==> src/rtl/core/fupp_pkg.sv <==
// Shared types, character codes and hex helpers for the form body pair parser.
`timescale 1ns / 1ps

package fupp_pkg;

	// Most results that one request can cause.
	localparam int MAX_RES = 3;
	// Default depth of the result queue.
	localparam int RES_FIFO_DEPTH = 8;

	// Result kinds.
	localparam logic [1:0] OK_KEY   = 2'd0;
	localparam logic [1:0] OK_VALUE = 2'd1;
	localparam logic [1:0] OK_MARK  = 2'd2;

	// Request kinds.
	localparam logic IK_BYTE = 1'b0;
	localparam logic IK_END  = 1'b1;

	// Characters with a meaning in a form body.
	localparam logic [7:0] CH_PLUS    = 8'h2B;
	localparam logic [7:0] CH_PERCENT = 8'h25;
	localparam logic [7:0] CH_AMP     = 8'h26;
	localparam logic [7:0] CH_SEMI    = 8'h3B;
	localparam logic [7:0] CH_EQUALS  = 8'h3D;
	localparam logic [7:0] CH_SPACE   = 8'h20;
	localparam logic [7:0] CH_0       = 8'h30;
	localparam logic [7:0] CH_9       = 8'h39;
	localparam logic [7:0] CH_UA      = 8'h41;
	localparam logic [7:0] CH_UF      = 8'h46;
	localparam logic [7:0] CH_LA      = 8'h61;
	localparam logic [7:0] CH_LF      = 8'h66;

	typedef enum logic [1:0] {
		PH_START,
		PH_KEY,
		PH_VALUE
	} parse_phase_t;

	typedef enum logic [1:0] {
		ESC_NONE,
		ESC_PCT,
		ESC_DIG
	} esc_phase_t;

	typedef struct packed {
		logic       kind;
		logic [7:0] in_byte;
	} item_t;

	typedef struct packed {
		logic [1:0] out_kind;
		logic [7:0] out_byte;
		logic       last;
	} result_t;

	typedef struct packed {
		parse_phase_t phase;
		esc_phase_t   esc;
		logic [7:0]   held;
		logic         key_seen;
	} parse_state_t;

	// Everything that one request produces, handed to the result queue.
	typedef struct packed {
		logic [1:0]                 count;
		result_t [MAX_RES-1:0]      res;
	} burst_t;

	function automatic logic is_hex(input logic [7:0] c);
		return ((c >= CH_0) && (c <= CH_9)) || ((c >= CH_UA) && (c <= CH_UF)) ||
			((c >= CH_LA) && (c <= CH_LF));
	endfunction

	// Value of a hex digit; letters have 1 to 6 in their low nibble.
	function automatic logic [3:0] hex_nib(input logic [7:0] c);
		logic [3:0] v;
		if ((c >= CH_0) && (c <= CH_9)) begin
			v = c[3:0];
		end else if (is_hex(c)) begin
			v = c[3:0] + 4'd9;
		end else begin
			v = 4'd0;
		end
		return v;
	endfunction

endpackage

==> src/rtl/core/form_urlencoded_pair_parser.sv <==
// Top level of the form body pair parser: input register, decode and result queue.
// A request is captured in the input register, decoded from there and written into the
// result queue, whose head drives the result port. Throughput: one request a cycle
// while the result queue has room for three results; results leave at one a cycle while
// result_stall is low, so a request with several results holds later ones back.
// Reset: arst_n clears the parser state, the input valid flag and the queue pointers.
`timescale 1ns / 1ps

module form_urlencoded_pair_parser
	import fupp_pkg::*;
#(
	parameter int FifoDepth = RES_FIFO_DEPTH
) (
	input  logic    clk,
	input  logic    arst_n,
	input  logic    item_valid,
	output logic    item_stall,
	input  item_t   item,
	output logic    result_valid,
	input  logic    result_stall,
	output result_t result
);

	// Input register: one request waits here until the queue can take its results.
	item_t        item_s1;
	logic         valid_s1;
	// Parser state as it stands after the last decoded request.
	parse_state_t state_q;
	parse_state_t state_nxt;
	burst_t       burst;
	logic         room;
	logic         advance;
	logic         accept;
	logic         pop;

	// A request is decoded once the queue has room for the most results it may
	// cause. The stall looks only at the held request and the queue fill, never
	// at the incoming valid, so a new request can land in every cycle while there is room.
	// After reset the parser starts at the beginning of a key with no escape pending.
	assign advance    = valid_s1 && room;
	assign item_stall = valid_s1 && !room;
	assign accept     = item_valid && !item_stall;

	always_ff @(posedge clk) begin
		if (accept) item_s1 <= item;
	end

	always_ff @(posedge clk or negedge arst_n) begin
		if (!arst_n) begin
			valid_s1 <= 1'b0;
			state_q  <= '{phase: PH_START, esc: ESC_NONE, held: 8'd0, key_seen: 1'b0};
		end else begin
			if (accept) begin
				valid_s1 <= 1'b1;
			end else if (advance) begin
				valid_s1 <= 1'b0;
			end
			if (advance) state_q <= state_nxt;
		end
	end

	// All the parsing rules live in one short block of logic: escapes, plus signs, the
	// key and value split, the separator handling and the end-of-body marker.
	fupp_step u_step (
		.item  (item_s1),
		.cur   (state_q),
		.nxt   (state_nxt),
		.burst (burst)
	);

	// The queue also serves as the output register: its head is stable while
	// the consumer stalls, and the parser keeps taking requests while the queue has room.
	assign pop = result_valid && !result_stall;

	fupp_result_fifo #(
		.Depth (FifoDepth)
	) u_fifo (
		.clk       (clk),
		.arst_n    (arst_n),
		.burst     (burst),
		.push      (advance),
		.pop       (pop),
		.room      (room),
		.not_empty (result_valid),
		.head      (result)
	);

endmodule

==> src/rtl/core/fupp_step.sv <==
// Per-byte decode: next parser state and up to three results for one request.
`timescale 1ns / 1ps

module fupp_step
	import fupp_pkg::*;
(
	input  item_t        item,
	input  parse_state_t cur,
	output parse_state_t nxt,
	output burst_t       burst
);

	parse_phase_t ph;
	esc_phase_t   esc;
	logic [7:0]   held;
	logic         ks;
	logic [1:0]   n;
	result_t [MAX_RES-1:0] res;
	logic         do_plain;
	logic         sep;
	logic [7:0]   b;
	logic [1:0]   dkind;

	always_comb begin
		ph       = cur.phase;
		esc      = cur.esc;
		held     = cur.held;
		ks       = cur.key_seen;
		n        = 2'd0;
		res      = '0;
		do_plain = 1'b0;
		b        = item.in_byte;
		sep      = (b == CH_AMP) || (b == CH_SEMI);
		dkind    = OK_KEY;

		if (item.kind == IK_END) begin
			if (ks) begin
				res[n] = '{out_kind: OK_MARK, out_byte: 8'd0, last: 1'b0};
				n = n + 2'd1;
			end
			ph   = PH_START;
			esc  = ESC_NONE;
			held = 8'd0;
			ks   = 1'b0;
		end else begin
			case (esc)
				ESC_PCT: begin
					if (is_hex(b)) begin
						held = b;
						esc  = ESC_DIG;
					end else begin
						esc = ESC_NONE;
						dkind = (ph == PH_VALUE) ? OK_VALUE : OK_KEY;
						if (ph != PH_VALUE) ks = 1'b1;
						res[n] = '{out_kind: dkind, out_byte: CH_PERCENT, last: 1'b0};
						n = n + 2'd1;
						do_plain = 1'b1;
					end
				end
				ESC_DIG: begin
					esc = ESC_NONE;
					dkind = (ph == PH_VALUE) ? OK_VALUE : OK_KEY;
					if (ph != PH_VALUE) ks = 1'b1;
					if (is_hex(b)) begin
						res[n] = '{out_kind: dkind, out_byte: {hex_nib(held), hex_nib(b)},
							last: 1'b0};
						n = n + 2'd1;
					end else begin
						res[n] = '{out_kind: dkind, out_byte: CH_PERCENT, last: 1'b0};
						n = n + 2'd1;
						res[n] = '{out_kind: dkind, out_byte: held, last: 1'b0};
						n = n + 2'd1;
						do_plain = 1'b1;
					end
					held = 8'd0;
				end
				default: begin
					esc = ESC_NONE;
					do_plain = 1'b1;
				end
			endcase

			if (do_plain) begin
				if ((ph != PH_KEY) && (ph != PH_VALUE) && sep) begin
					// Separators at the start of a key are dropped.
				end else begin
					if ((ph != PH_KEY) && (ph != PH_VALUE)) ph = PH_KEY;
					if (sep) begin
						res[n] = '{out_kind: OK_MARK, out_byte: 8'd0, last: 1'b0};
						n = n + 2'd1;
						ph = PH_START;
						ks = 1'b0;
					end else if ((b == CH_EQUALS) && (ph == PH_KEY)) begin
						ph = PH_VALUE;
					end else if (b == CH_PERCENT) begin
						esc = ESC_PCT;
					end else begin
						dkind = (ph == PH_VALUE) ? OK_VALUE : OK_KEY;
						if (ph != PH_VALUE) ks = 1'b1;
						res[n] = '{out_kind: dkind,
							out_byte: (b == CH_PLUS) ? CH_SPACE : b, last: 1'b0};
						n = n + 2'd1;
					end
				end
			end
		end

		if (n != 2'd0) res[n - 2'd1].last = 1'b1;

		nxt   = '{phase: ph, esc: esc, held: held, key_seen: ks};
		burst = '{count: n, res: res};
	end

endmodule

==> src/rtl/core/fupp_result_fifo.sv <==
// Result queue: takes up to three results a cycle, gives out one a cycle.
`timescale 1ns / 1ps

module fupp_result_fifo
	import fupp_pkg::*;
#(
	parameter int Depth = RES_FIFO_DEPTH
) (
	input  logic    clk,
	input  logic    arst_n,
	input  burst_t  burst,
	input  logic    push,
	input  logic    pop,
	output logic    room,
	output logic    not_empty,
	output result_t head
);

	localparam int PtrW = $clog2(Depth);
	localparam int CntW = $clog2(Depth + 1);

	result_t          mem_q [Depth];
	logic [PtrW-1:0]  wr_ptr_q;
	logic [PtrW-1:0]  rd_ptr_q;
	logic [CntW-1:0]  count_q;
	logic [PtrW-1:0]  wr_idx [MAX_RES+1];
	logic [PtrW:0]    sum;
	logic [1:0]       n_push;

	always_comb begin
		for (int i = 0; i <= MAX_RES; i++) begin
			sum = {1'b0, wr_ptr_q} + (PtrW + 1)'(i);
			if (sum >= (PtrW + 1)'(Depth)) sum = sum - (PtrW + 1)'(Depth);
			wr_idx[i] = sum[PtrW-1:0];
		end
	end

	assign n_push    = push ? burst.count : 2'd0;
	assign not_empty = (count_q != '0);
	assign room      = (count_q <= CntW'(Depth - MAX_RES));
	assign head      = mem_q[rd_ptr_q];

	always_ff @(posedge clk) begin
		for (int i = 0; i < MAX_RES; i++) begin
			if (2'(i) < n_push) mem_q[wr_idx[i]] <= burst.res[i];
		end
	end

	always_ff @(posedge clk or negedge arst_n) begin
		if (!arst_n) begin
			wr_ptr_q <= '0;
			rd_ptr_q <= '0;
			count_q  <= '0;
		end else begin
			wr_ptr_q <= wr_idx[n_push];
			if (pop) begin
				rd_ptr_q <= (rd_ptr_q == PtrW'(Depth - 1)) ? '0 : rd_ptr_q + PtrW'(1);
			end
			count_q <= count_q + CntW'(n_push) - CntW'(pop);
		end
	end

endmodule

==> config.mk <==
export PLATFORM = sky130hd
export DESIGN_NAME = form_urlencoded_pair_parser
export DESIGN_NICKNAME = d
export VERILOG_FILES = /design/src/rtl/core/fupp_pkg.sv /design/src/rtl/core/form_urlencoded_pair_parser.sv /design/src/rtl/core/fupp_step.sv /design/src/rtl/core/fupp_result_fifo.sv
export SDC_FILE = /design/constraint.sdc
export NUM_CORES = 1
export LEC_CHECK = 0
export BUFFER_PORTS_ARGS = -buffer_cell sky130_fd_sc_hd__buf_4
export CAP_MARGIN = 0
export CORE_AREA = 2 2 148 150
export CTS_CLUSTER_SIZE = 24
export DETAILED_ROUTE_END_ITERATION = 10
export DIE_AREA = 0 0 150 152
export GPL_ROUTABILITY_DRIVEN = 0
export SYNTH_ARGS = -nofsm -noshare
export SYNTH_HDL_FRONTEND = slang
export SYNTH_SLANG_ARGS = --single-unit
==> constraint.sdc <==
create_clock -name clk -period 9.7 [get_ports clk]
set_input_delay 0.97 -clock clk [delete_from_list [all_inputs] [get_ports clk]]
set_output_delay 0.97 -clock clk [all_outputs]
set_load 0.05 [all_outputs]
==> metrics.txt <==
worst setup slack after placement=4.554 ns; DR WL/cell=24.10 um; worst-path cell with the longest stage delay=edfxtp_1; unrepaired setup endpoints after global routing=false; number of buffers and inverters on the critical path=0; final-layout fill cell count=2061; first-pass iteration count of the detailed router=6; input/output buffers=25; CTS H-Tree Depth=4; Synth Register Bits=121; ratio of cells with drive above 1 in the final layout=18.36%; combinational family with the most area after synthesis=multiplexers; IR drop worst, VDD=0.1525 mV; leakage power figure=0.003683 uW; maximum number of pins on one net before global-route repair=27; Yosys top cell by area=edfxtp_1; share of the synthesized area in compound gates (AO/OA/AOI/OAI)=16.96%; area of the die=22800 sq um; R2R setup slack=4.39 ns; die height=152 um; sum of net half-perimeters after detailed placement=17900 um; min setup slack post-route=4.394 ns; Critical Path Max Stage Delay=0.88 ns; clock edge transition at the registers on the reported setup and hold paths=0.06 ns; result of the run=finished clean; Mapped Cells=791; simple-gate share of the synthesized area=11.84%; DRC violation count after routing=0; post-synthesis async set-or-reset flop share=19.83%; design internal power=1524 uW; via count of the routed design=6641; final hold violation count=0; category of cells accounting for the largest share of critical-path delay=compound AO/OA/AOI/OAI gates; Critical R2R Launch=item_s1[2]$_DFFE_PP_; Net Sw Power=1047 uW; initial cell density of the core=39.19%; Skew-Pair Late Insertion Delay=0.43 ns; Iter 0 DRT Violations=847; multiplexer fraction of the synthesized cell area=19.27%; maximum buffer depth of the clock tree=2; worst path cell trace=nand3_1 -> o311a_1 -> o21ai_1 -> nand3b_1 -> a21oi_1 -> nand3_1 -> o311ai_2; Antenna Violating Nets Remaining=0; sequential cell fraction of total power=31.9%; most frequently used cell type in the post-synthesis netlist=edfxtp_1; share of Yosys cell area claimed by the top area cell type=34.81%; type of element capturing the critical path=flop; wire length of the first global-routing pass=39790 um; Synth Area in Adders=4.575%; power density of the placed cells=272.1 nW/um^2; gr usage total=23.43%; Distinct cells, synth=78; Worst Reg-to-Reg Cells=7; Most Frequent Cell on Critical Path=nand3_1; post-route clock period utilization=54.70%; Cell Rows=54; number of top-level pins=26; Max Clock Skew=0.009955 ns; Total Routed Length=26170 um; worst flop-to-flop path endpoint=u_fifo.mem_q[3][4]$_DFFE_PP_; Post-CTS Setup Inserts=0; core region area=21350 sq um; critical path launch point type=flop; max-capacitance violation count=0; width of the die=150 um; switch share=40.72%; post-cts hold buffer count=0; via count of the first global-routing pass=6473; pin slew with the least headroom to its limit=1.211 ns; mean area per synthesized cell=10.58 sq um; highest fanout seen on the critical path=24; predominant post-synthesis flop cell=edfxtp_1; launch point of the critical path=item_s1[2]$_DFFE_PP_; area growth from synthesis to final layout=12.90%; clock tree sinks=121; Synth Warn #=0; syn nets=834; total inserted antenna cells=0; final setup violation count=0; average vias per placed instance=6.115; post-synthesis instance area=8368 sq um; leftover overflow at the end of global routing=0; post-synthesis sequential area ratio=41.99%; area used by sequential logic in the layout=3513 sq um; Data arrival, critical path=5.35 ns; Final nets=836; Area contributors post-synth=edfxtp_1 35%, mux2i_1 9.4%, dfrtp_1 7.2%; path class of the lowest-slack min-delay path=in -> async; data required time of the worst path=9.74 ns; CTS-repair resized insts=0; Slew headroom=19.28%; setup TNS=0 ns; library cell used as clock root buffer=clkbuf_16; Final Max Slew Viols=0; TritonCTS clock tree=built; minimum hold slack=0.4418 ns; area used by multi-input combinational logic=4579 sq um; kind of critical path=reg -> reg; fraction of power consumed by combinational cells=40.8%; number of synthesized flops with an enable pin=97; fraction of synthesized cell area in xor and xnor cells=1.361%; antenna violations before repair=0; top cells by count, synth=97 x edfxtp_1, 79 x mux2i_1, 79 x nand2_1, 72 x a21oi_1, 48 x o21ai_0; TritonCTS buffer count=17; power share of the clock group=27.3%; top achievable clock speed=188.5 MHz; post-layout minimum cycle time=5.306 ns
==> through the flow <==
| stage | cell area, sq um | power (uW) | instances | utilization (%) |
|---|---|---|---|---|
| after floorplan | 8368 | 1554 | 791 | - |
| after detailed placement | 8807 | 1869 | 1054 | 41.25 |
| after global placement | 8807 | 1858 | 1054 | 41.25 |
| final | 9448 | 2571 | 1086 | 44.25 |
| after global routing | 9448 | 2700 | 1086 | 44.25 |
| after CTS | 9448 | 2569 | 1086 | 44.25 |
==> kinds of logic after synthesis <==
group           count (synthesis)
fa+ha+maj                      30
simple gates                  200
flops                         121
mux                           130
buf+inv                        80
compound gates                217
xor+xnor                       13
==> registers in the layout, summed over array words and instances, names as in the netlist, named ones only <==
name and flops:
state_q 13, u_fifo.count_q 4, u_fifo.mem_q 88, item_s1 9, u_fifo.wr_ptr_q 1, u_fifo.rd_ptr_q 3, valid_s1 1
==> placed cells by master, fill, tap and decap left out, types with 3 or more instances in the layout <==
cell / netlist / layout
ha_1: 29 / 29
nor3_1: 12 / 12
edfxtp_1: 97 / 97
and2_1: 9 / 9
nand3_2: 3 / 3
a211o_1: 4 / 4
clkbuf_16: 0 / 17
a32oi_1: 4 / 4
nand2_1: 79 / 79
nand4_1: 5 / 5
xnor2_1: 10 / 10
a31oi_1: 4 / 4
o21a_1: 4 / 4
dfrtp_1: 24 / 24
o311ai_2: 1 / 9
nor2_1: 42 / 42
o21ai_1: 12 / 12
a22oi_1: 5 / 5
and4_1: 3 / 3
buf_4: 0 / 34
nand3_1: 13 / 13
clkinv_4: 0 / 4
nand3b_1: 3 / 3
mux2_2: 29 / 29
bufinv_16: 0 / 4
a21oi_1: 72 / 72
o211ai_1: 10 / 10
nand2b_1: 6 / 6
and3_1: 6 / 6
a21oi_2: 3 / 3
a211oi_1: 4 / 4
inv_1: 27 / 27
mux4_2: 22 / 22
inv_6: 0 / 3
a221o_1: 3 / 3
o21bai_1: 5 / 5
o21ai_0: 48 / 48
mux2i_1: 79 / 79
xor2_1: 3 / 3
==> worst max path at each step <==
stage	end	cells past startpoint	slack [ns]
6_report	u_fifo.mem_q[3][4]$_DFFE_PP_	7	4.39
5_1_grt	u_fifo.mem_q[3][8]$_DFFE_PP_	10	4.08
4_1_cts	u_fifo.mem_q[3][4]$_DFFE_PP_	7	4.54
3_5_place_dp	u_fifo.mem_q[3][5]$_DFFE_PP_	7	4.55
3_3_place_gp	u_fifo.mem_q[3][5]$_DFFE_PP_	10	4.78
2_1_floorplan	u_fifo.mem_q[0][0]$_DFFE_PP_	11	4.97
==> routing by layer <==
metal / GRT usage [%] / wire length, um / vias up
met5: 0 / 0 / -
met4: 10.11 / 1113 / 0
met3: 4.505 / 2149 / 75
met2: 36.14 / 12120 / 338
met1: 32.14 / 10790 / 3214
li1: - / - / 3014
==> area by class of cell <==
class                      count  share of cell area [%]
multi-input combinational    590                   48.47
sequential                   121                   37.19
clock buffer                  17                   4.503
tap                          280                   3.708
timing repair buffer          34                   2.702
clock inverter                15                   2.278
inverter                      29                   1.152
==> worst reg2reg max path, stage by stage, from the launching register on <==
cell      delay (ns)
edfxtp_1        0.88
nand3_1         0.32
o311a_1         0.31
o21ai_1         0.75
nand3b_1        0.52
a21oi_1         0.80
nand3_1         0.76
o311ai_2        0.57
==> power groups by stage <==
stage	combinational (uW)	clock (uW)	sequential [uW]
floorplan	818	0	736
global placement	1030	0	823
detailed placement	1040	0	827
CTS	1050	703	817
global route	1140	725	834
finish	1050	702	819
(Power assumes the default switching activity.)
